## config.mk

```make
export PLATFORM = sky130hd
export DESIGN_NAME = calendar_clock_counter
export DESIGN_NICKNAME = d
export VERILOG_FILES = /design/src/rtl/calclk_pkg.sv /design/src/rtl/calendar_clock_counter.sv /design/src/rtl/calclk_in_stage.sv /design/src/rtl/calclk_core.sv
export SDC_FILE = /design/constraint.sdc
export NUM_CORES = 1
export LEC_CHECK = 0
export ABC_AREA = 1
export BUFFER_PORTS_ARGS = -buffer_cell sky130_fd_sc_hd__buf_2
export CAP_MARGIN = 0
export CORE_ASPECT_RATIO = 0.6
export CORE_MARGIN = 4
export CORE_UTILIZATION = 47
export DETAILED_ROUTE_END_ITERATION = 8
export GPL_TIMING_DRIVEN = 0
export PLACE_DENSITY_LB_ADDON = 0.08
export REMOVE_ABC_BUFFERS = 1
export SLEW_MARGIN = 20
export SYNTH_ARGS = -nofsm -noshare
export SYNTH_HDL_FRONTEND = slang
export SYNTH_HIERARCHICAL = 1
export SYNTH_SLANG_ARGS = --single-unit
```

## constraint.sdc

```tcl
create_clock -name clk -period 10.8 [get_ports clk]
set_clock_uncertainty 0.2 [all_clocks]
set_input_delay 2.7 -clock clk [delete_from_list [all_inputs] [get_ports clk]]
set_output_delay 2.7 -clock clk [all_outputs]
set_load 0.005 [all_outputs]
```

## src/rtl/calclk_pkg.sv

```systemverilog
package calclk_pkg;

  localparam int SEC_PER_MIN   = 60;
  localparam int MIN_PER_HOUR  = 60;
  localparam int HOUR_PER_DAY  = 24;
  localparam int LAST_MONTH    = 11;
  localparam int LEAP_CYCLE    = 400;
  localparam int CENTURY       = 100;
  localparam int RES_BITS      = 9;
  localparam int LOAD_YEAR_W   = 16;
  // ceil(2^16 / 25): exact floor((y >> 4) / 25) for any 12-bit y >> 4
  localparam int CYCLE_RECIP   = 2622;

  typedef enum logic {
    REQ_TICK = 1'b0,
    REQ_LOAD = 1'b1
  } req_t;

  typedef struct packed {
    req_t                     req_type;
    logic [5:0]               load_seconds;
    logic [5:0]               load_minutes;
    logic [4:0]               load_hours;
    logic [4:0]               load_mday;
    logic [3:0]               load_month;
    logic [LOAD_YEAR_W-1:0]   load_year;
    logic [8:0]               load_yday;
    logic [2:0]               load_wday;
    logic                     load_dst;
    logic [RES_BITS-1:0]      year_res;
  } item_t;

  // year mod 400: quotient by reciprocal multiply of year / 16 by 1/25
  function automatic logic [RES_BITS-1:0] mod_cycle(logic [LOAD_YEAR_W-1:0] v);
    logic [LOAD_YEAR_W-5:0] hi;
    logic [23:0]            prod;
    logic [7:0]             q;
    logic [LOAD_YEAR_W-1:0] r;
    hi   = v[LOAD_YEAR_W-1:4];
    prod = {12'd0, hi} * 24'(CYCLE_RECIP);
    q    = prod[23:16];
    r    = v - LOAD_YEAR_W'(q) * LOAD_YEAR_W'(LEAP_CYCLE);
    return r[RES_BITS-1:0];
  endfunction

  function automatic logic is_leap(logic [RES_BITS-1:0] r);
    logic cent;
    cent = (r == RES_BITS'(CENTURY)) || (r == RES_BITS'(2 * CENTURY)) ||
           (r == RES_BITS'(3 * CENTURY));
    return (r == '0) || ((r[1:0] == 2'd0) && !cent);
  endfunction

  function automatic logic [4:0] days_in(logic [3:0] m, logic leap);
    logic [4:0] len;
    case (m)
      4'd0:    len = 5'd31;
      4'd1:    len = leap ? 5'd29 : 5'd28;
      4'd2:    len = 5'd31;
      4'd3:    len = 5'd30;
      4'd4:    len = 5'd31;
      4'd5:    len = 5'd30;
      4'd6:    len = 5'd31;
      4'd7:    len = 5'd31;
      4'd8:    len = 5'd30;
      4'd9:    len = 5'd31;
      4'd10:   len = 5'd30;
      4'd11:   len = 5'd31;
      default: len = 5'd31;
    endcase
    return len;
  endfunction

endpackage

```

## src/rtl/calendar_clock_counter.sv

```systemverilog
// channel  | signals                          | direction
// ---------+----------------------------------+----------
// input    | in_valid/in_ready, in_req_type,  | in
//          | in_load_* time fields            |
// result   | out_valid/out_ready, out_seconds | out
//          | .. out_dst                       |
//
// One item per cycle sustained while out_ready stays high; a result is valid once its input
// transfer has passed the input register, then the calendar state register (the result register).
// Year mod 400 for a load is computed in the input stage; ticks track it with the year.
// Reset (rst_n low, synchronous) sets 00:00:00, day 1, month 0, year 0; in_ready is low.
// A stalled result holds the state; the input register still takes one item.
module calendar_clock_counter #(
  parameter int YEAR_BITS = 16
) (
  input  logic        clk,
  input  logic        rst_n,
  input  logic        in_valid,
  output logic        in_ready,
  input  logic        in_req_type,
  input  logic [5:0]  in_load_seconds,
  input  logic [5:0]  in_load_minutes,
  input  logic [4:0]  in_load_hours,
  input  logic [4:0]  in_load_mday,
  input  logic [3:0]  in_load_month,
  input  logic [15:0] in_load_year,
  input  logic [8:0]  in_load_yday,
  input  logic [2:0]  in_load_wday,
  input  logic        in_load_dst,
  output logic        out_valid,
  input  logic        out_ready,
  output logic [5:0]  out_seconds,
  output logic [5:0]  out_minutes,
  output logic [4:0]  out_hours,
  output logic [4:0]  out_mday,
  output logic [3:0]  out_month,
  output logic [15:0] out_year,
  output logic [8:0]  out_yday,
  output logic [2:0]  out_wday,
  output logic        out_dst
);

  logic              stage_valid;
  logic              take;
  calclk_pkg::item_t stage_item;

  calclk_in_stage #(
    .YEAR_BITS (YEAR_BITS)
  ) u_in_stage (
    .clk             (clk),
    .rst_n           (rst_n),
    .in_valid        (in_valid),
    .in_ready        (in_ready),
    .in_req_type     (in_req_type),
    .in_load_seconds (in_load_seconds),
    .in_load_minutes (in_load_minutes),
    .in_load_hours   (in_load_hours),
    .in_load_mday    (in_load_mday),
    .in_load_month   (in_load_month),
    .in_load_year    (in_load_year),
    .in_load_yday    (in_load_yday),
    .in_load_wday    (in_load_wday),
    .in_load_dst     (in_load_dst),
    .take            (take),
    .stage_valid     (stage_valid),
    .stage_item      (stage_item)
  );

  calclk_core #(
    .YEAR_BITS (YEAR_BITS)
  ) u_core (
    .clk         (clk),
    .rst_n       (rst_n),
    .stage_valid (stage_valid),
    .stage_item  (stage_item),
    .take        (take),
    .out_valid   (out_valid),
    .out_ready   (out_ready),
    .out_seconds (out_seconds),
    .out_minutes (out_minutes),
    .out_hours   (out_hours),
    .out_mday    (out_mday),
    .out_month   (out_month),
    .out_year    (out_year),
    .out_yday    (out_yday),
    .out_wday    (out_wday),
    .out_dst     (out_dst)
  );

  a_take_gives_result: assert property (@(posedge clk) disable iff (!rst_n)
    take |=> out_valid)
    else $error("stage transfer did not produce a result");

  a_tick_seconds: assert property (@(posedge clk) disable iff (!rst_n)
    (take && stage_item.req_type == calclk_pkg::REQ_TICK && out_seconds < 6'd59)
    |=> (out_seconds == $past(out_seconds) + 6'd1) && $stable(out_minutes))
    else $error("tick without carry did not step seconds only");

  a_load_fields: assert property (@(posedge clk) disable iff (!rst_n)
    (take && stage_item.req_type == calclk_pkg::REQ_LOAD)
    |=> (out_minutes == $past(stage_item.load_minutes)) &&
        (out_wday == $past(stage_item.load_wday)))
    else $error("load did not set the time fields");

endmodule

```

## src/rtl/calclk_in_stage.sv

```systemverilog
module calclk_in_stage #(
  parameter int YEAR_BITS = 16
) (
  input  logic                clk,
  input  logic                rst_n,
  input  logic                in_valid,
  output logic                in_ready,
  input  logic                in_req_type,
  input  logic [5:0]          in_load_seconds,
  input  logic [5:0]          in_load_minutes,
  input  logic [4:0]          in_load_hours,
  input  logic [4:0]          in_load_mday,
  input  logic [3:0]          in_load_month,
  input  logic [15:0]         in_load_year,
  input  logic [8:0]          in_load_yday,
  input  logic [2:0]          in_load_wday,
  input  logic                in_load_dst,
  input  logic                take,
  output logic                stage_valid,
  output calclk_pkg::item_t   stage_item
);

  logic              valid_r;
  calclk_pkg::item_t item_r;
  calclk_pkg::item_t item_nxt;
  logic [YEAR_BITS-1:0] year_masked;

  assign in_ready    = rst_n && (!valid_r || take);
  assign stage_valid = valid_r;
  assign stage_item  = item_r;

  always_comb begin
    year_masked            = YEAR_BITS'(in_load_year);
    item_nxt.req_type      = calclk_pkg::req_t'(in_req_type);
    item_nxt.load_seconds  = in_load_seconds;
    item_nxt.load_minutes  = in_load_minutes;
    item_nxt.load_hours    = in_load_hours;
    item_nxt.load_mday     = in_load_mday;
    item_nxt.load_month    = in_load_month;
    item_nxt.load_year     = in_load_year;
    item_nxt.load_yday     = in_load_yday;
    item_nxt.load_wday     = in_load_wday;
    item_nxt.load_dst      = in_load_dst;
    item_nxt.year_res      = calclk_pkg::mod_cycle(
                               calclk_pkg::LOAD_YEAR_W'(year_masked));
  end

  always_ff @(posedge clk) begin
    if (!rst_n) begin
      valid_r <= 1'b0;
    end else if (in_ready) begin
      valid_r <= in_valid;
    end
    if (in_valid && in_ready) begin
      item_r <= item_nxt;
    end
  end

endmodule

```

## src/rtl/calclk_core.sv

```systemverilog
module calclk_core #(
  parameter int YEAR_BITS = 16
) (
  input  logic                clk,
  input  logic                rst_n,
  input  logic                stage_valid,
  input  calclk_pkg::item_t   stage_item,
  output logic                take,
  output logic                out_valid,
  input  logic                out_ready,
  output logic [5:0]          out_seconds,
  output logic [5:0]          out_minutes,
  output logic [4:0]          out_hours,
  output logic [4:0]          out_mday,
  output logic [3:0]          out_month,
  output logic [15:0]         out_year,
  output logic [8:0]          out_yday,
  output logic [2:0]          out_wday,
  output logic                out_dst
);

  localparam int RB = calclk_pkg::RES_BITS;

  logic                 out_valid_r;
  logic [5:0]           sec_r,  sec_nxt;
  logic [5:0]           min_r,  min_nxt;
  logic [4:0]           hour_r, hour_nxt;
  logic [4:0]           mday_r, mday_nxt;
  logic [3:0]           mon_r,  mon_nxt;
  logic [YEAR_BITS-1:0] year_r, year_nxt;
  logic [8:0]           yday_r, yday_nxt;
  logic [2:0]           wday_r, wday_nxt;
  logic                 dst_r,  dst_nxt;
  logic [RB-1:0]        res_r,  res_nxt;

  logic [6:0] sec_inc;
  logic [6:0] min_inc;
  logic [5:0] hour_inc;
  logic [5:0] mday_inc;
  logic [4:0] mon_inc;
  logic [4:0] mlen;

  assign take        = stage_valid && (!out_valid_r || out_ready);
  assign out_valid   = out_valid_r;
  assign out_seconds = sec_r;
  assign out_minutes = min_r;
  assign out_hours   = hour_r;
  assign out_mday    = mday_r;
  assign out_month   = mon_r;
  assign out_year    = 16'(year_r);
  assign out_yday    = yday_r;
  assign out_wday    = wday_r;
  assign out_dst     = dst_r;

  always_comb begin
    sec_inc  = {1'b0, sec_r} + 7'd1;
    min_inc  = {1'b0, min_r} + 7'd1;
    hour_inc = {1'b0, hour_r} + 6'd1;
    mday_inc = {1'b0, mday_r} + 6'd1;
    mon_inc  = {1'b0, mon_r} + 5'd1;
    mlen     = calclk_pkg::days_in(mon_r, calclk_pkg::is_leap(res_r));

    sec_nxt  = sec_r;
    min_nxt  = min_r;
    hour_nxt = hour_r;
    mday_nxt = mday_r;
    mon_nxt  = mon_r;
    year_nxt = year_r;
    yday_nxt = yday_r;
    wday_nxt = wday_r;
    dst_nxt  = dst_r;
    res_nxt  = res_r;

    if (stage_item.req_type == calclk_pkg::REQ_LOAD) begin
      sec_nxt  = stage_item.load_seconds;
      min_nxt  = stage_item.load_minutes;
      hour_nxt = stage_item.load_hours;
      mday_nxt = stage_item.load_mday;
      mon_nxt  = stage_item.load_month;
      year_nxt = YEAR_BITS'(stage_item.load_year);
      yday_nxt = stage_item.load_yday;
      wday_nxt = stage_item.load_wday;
      dst_nxt  = stage_item.load_dst;
      res_nxt  = stage_item.year_res;
    end else if (sec_inc < 7'(calclk_pkg::SEC_PER_MIN)) begin
      sec_nxt = sec_inc[5:0];
    end else begin
      sec_nxt = '0;
      if (min_inc < 7'(calclk_pkg::MIN_PER_HOUR)) begin
        min_nxt = min_inc[5:0];
      end else begin
        min_nxt = '0;
        if (hour_inc < 6'(calclk_pkg::HOUR_PER_DAY)) begin
          hour_nxt = hour_inc[4:0];
        end else begin
          hour_nxt = '0;
          yday_nxt = yday_r + 9'd1;
          if (mday_inc <= {1'b0, mlen}) begin
            mday_nxt = mday_inc[4:0];
          end else begin
            mday_nxt = 5'd1;
            if (mon_inc <= 5'(calclk_pkg::LAST_MONTH)) begin
              mon_nxt = mon_inc[3:0];
            end else begin
              mon_nxt  = '0;
              yday_nxt = '0;
              year_nxt = year_r + YEAR_BITS'(1);
              // residue follows the year, including the wrap to zero
              if ((&year_r) || (res_r == RB'(calclk_pkg::LEAP_CYCLE - 1))) begin
                res_nxt = '0;
              end else begin
                res_nxt = res_r + RB'(1);
              end
            end
          end
        end
      end
    end
  end

  always_ff @(posedge clk) begin
    if (!rst_n) begin
      out_valid_r <= 1'b0;
      sec_r       <= '0;
      min_r       <= '0;
      hour_r      <= '0;
      mday_r      <= 5'd1;
      mon_r       <= '0;
      year_r      <= '0;
      yday_r      <= '0;
      wday_r      <= '0;
      dst_r       <= 1'b0;
      res_r       <= '0;
    end else begin
      if (take) begin
        out_valid_r <= 1'b1;
        sec_r       <= sec_nxt;
        min_r       <= min_nxt;
        hour_r      <= hour_nxt;
        mday_r      <= mday_nxt;
        mon_r       <= mon_nxt;
        year_r      <= year_nxt;
        yday_r      <= yday_nxt;
        wday_r      <= wday_nxt;
        dst_r       <= dst_nxt;
        res_r       <= res_nxt;
      end else if (out_ready) begin
        out_valid_r <= 1'b0;
      end
    end
  end

endmodule

```

==> metrics.txt <==
die area 22300 um2; share of cells above drive strength 1 0.174; setup TNS 0 ns; crit path max fanout 7; critical path launch point type input pin; initial antenna violation count 0; H-tree depth 4; Pleak 0.00520 uW; Residual DRC 0; chip width 190 um; Max-Cap Viols 0; drt total wl 22.9 mm; router iterations before antenna repair 5; Root Buffer clkbuf_16; nets@finish 1457; commonest non-fill, non-tap cell in the layout nand2_1; # setup viols final 0; Die H 117 um; met3 wire len 1.50 mm; fin crit share 0.761; worst relative slew slack 0.323; status finished clean; crit path DAT 8.19 ns; Mapped Cells 1156; routed vias 7685; #FFs+latches synth 127; vias in the first global route 7269; slew at the pin with the worst max-slew slack 1.01 ns; CTS Sinks 127; RSZ-0062 raised after global routing false; Final Hold Slack 0.272 ns; routed metal-1 wire length 12.7 mm; Initial Utilization 0.485; Hold Path Class reg -> reg; cell family with most CP delay adder cells; routed wire length on met2 8.48 mm; routed vias/inst 4.97; Mapped Area 9370 um2; Initial DRC Count 681; io pins 117; gr ovfl total 0; Post-synth top flop dfxtp_1; Placer Congestion 0.861; syn_area_per_cell 8.11 um2; Pins Over Slew Limit 0; Post-synth EDFFs 61; critical path's slowest cell fa_1; total power 2130 uW; TritonCTS clock tree done; cts bufs inserted 17; worst-case clock buffer depth 2; routed wire length per instance 14.8 um; Synth Warn # 6; sequential share of the synthesized area 0.336; core area 19300 um2; Fin. Hold Viols 0; Worst VDD drop 127 uV; WP buf/inv 8; Distinct cells, synth 49; Tot GR Track Use 0.208; ANT cells 0; Clock Latency Late Sink 0.42 ns; delay of the slowest cell on the worst path 0.59 ns; cell mode on critical path inv_1; postcts setup bufs 0; ys async rst share 0; post-CTS sizing 0; PD cells 196 nW/um2; first-pass GRT wire length 37.7 mm; Fillers 1821; CTS Hold Buffers Added 0; largest net degree at the start of global routing 62; Worst setup EP type flip-flop; crit path time final 8.22 ns; CTS clk-pin slew, worst paths 0.05 ns; Area Growth Syn to Fin 15.5%; CP Class in -> reg; commonest non-fill, non-tap cells in the layout nand2_1, inv_1, nor2_1; highest routed metal layer met4; final antenna-violating net count 0; num rows 39; DP HPWL 17.0 mm; Max Clock Freq 122 MHz; Port Buffers 116; WP data required 10.77 ns
cell type report:
cell class	count	area (um2)	share of cell area
multi-input cells	800	5280	0.488
well taps	266	333	0.0308
repair buffers	121	696	0.0643
clock inverters	11	164	0.0151
flip-flops and latches	127	3150	0.291
inverters	199	749	0.0692
clock buffers	21	450	0.0416
power breakdown:
part | leakage [uW] | internal (uW) | switching (uW)
sequential | 0.00110 | 555 | 14.3
clock | 0.000297 | 391 | 212
combinational | 0.00380 | 365 | 588
total | 0.00520 | 1310 | 814
registers in the layout, indices dropped and copies added (netlist names):
name                    count
u_in_stage/stage_valid      1
u_core/out_year            16
u_core/out_dst              1
u_in_stage/stage_item      61
u_core/out_seconds          6
u_core/out_yday             9
u_core/out_mday             5
u_core/out_valid            1
u_core/out_month            4
u_core/res_r                9
u_core/out_minutes          6
u_core/out_hours            5
u_core/out_wday             3
cells by family (layout without fill, tap and decap cells):
| family | Yosys count | in the layout | synth area share |
|---|---|---|---|
| muxes | 1 | 1 | 0.00107 |
| xor gates and xnor gates | 25 | 25 | 0.0234 |
| AOI/OAI and AO/OA | 126 | 126 | 0.0747 |
| adders and majority gates | 131 | 131 | 0.208 |
| DFF | 127 | 127 | 0.336 |
| buffers and inverters | 229 | 352 | 0.101 |
| and+or+nand+nor | 517 | 517 | 0.255 |
cells in the mapped netlist (2+ instances only):
master	instances	area share
a21o_1	3	0.0024
a21oi_1	36	0.019
a22oi_1	2	0.0016
a31oi_1	6	0.0040
buf_1	2	0.00080
buf_12	3	0.0064
buf_2	5	0.0027
buf_4	6	0.0048
clkbuf_1	13	0.0052
dfxtp_1	66	0.14
edfxtp_1	61	0.20
fa_1	42	0.090
ha_1	89	0.12
inv_1	190	0.076
inv_2	7	0.0028
nand2_1	227	0.091
nand2_2	18	0.012
nand2_4	3	0.0036
nand3_1	70	0.037
nand3_2	16	0.017
nand4_1	20	0.013
nand4_2	2	0.0027
nor2_1	129	0.052
nor2_2	11	0.0073
nor2_4	2	0.0024
nor3_1	10	0.0053
o211ai_1	3	0.0024
o21ai_0	60	0.032
o21ai_1	7	0.0037
o21bai_1	2	0.0016
or2_2	4	0.0027
xnor2_1	11	0.010
xor2_1	14	0.013
per-stage QoR:
step | instance area, um2 | utilization | setup slack, ns | std cells
after floorplan | 9170 | - | 2.98 | 1126
after global placement | 10100 | 0.522 | 2.22 | 1508
after detailed placement | 10200 | 0.528 | 2.21 | 1513
after CTS | 10800 | 0.560 | 2.60 | 1545
after global routing | 10800 | 0.560 | 2.27 | 1545
final | 10800 | 0.560 | 2.58 | 1545
worst min-delay path: stages (launching register included):
cell and delay, ns:
edfxtp_1 0.31, nor2_1 0.04, nor2_1 0.08
final timing paths:
kind | start | to | slack, ns | cells after the start
worst max-delay path | in_load_year[8] | u_in_stage/stage_item[8]$_DFFE_PP_ | 2.58 | 29
worst min-delay path | u_in_stage/stage_item[10]$_DFFE_PP_ | u_core/out_wday[0]$_SDFFE_PN0P_ | 0.27 | 2
worst min register to register | u_in_stage/stage_item[10]$_DFFE_PP_ | u_core/out_wday[0]$_SDFFE_PN0P_ | 0.27 | 2
worst max register to register | u_core/out_month[0]$_SDFFE_PN0P_ | u_core/out_year[1]$_SDFFE_PN0P_ | 7.09 | 16
routing by layer:
layer | track usage | vias to the layer above
met5 | 0 | -
met4 | 0.0426 | 0
met3 | 0.0368 | 13
met2 | 0.274 | 224
met1 | 0.346 | 3508
li1 | - | 3940
(Power assumes the default switching activity.)
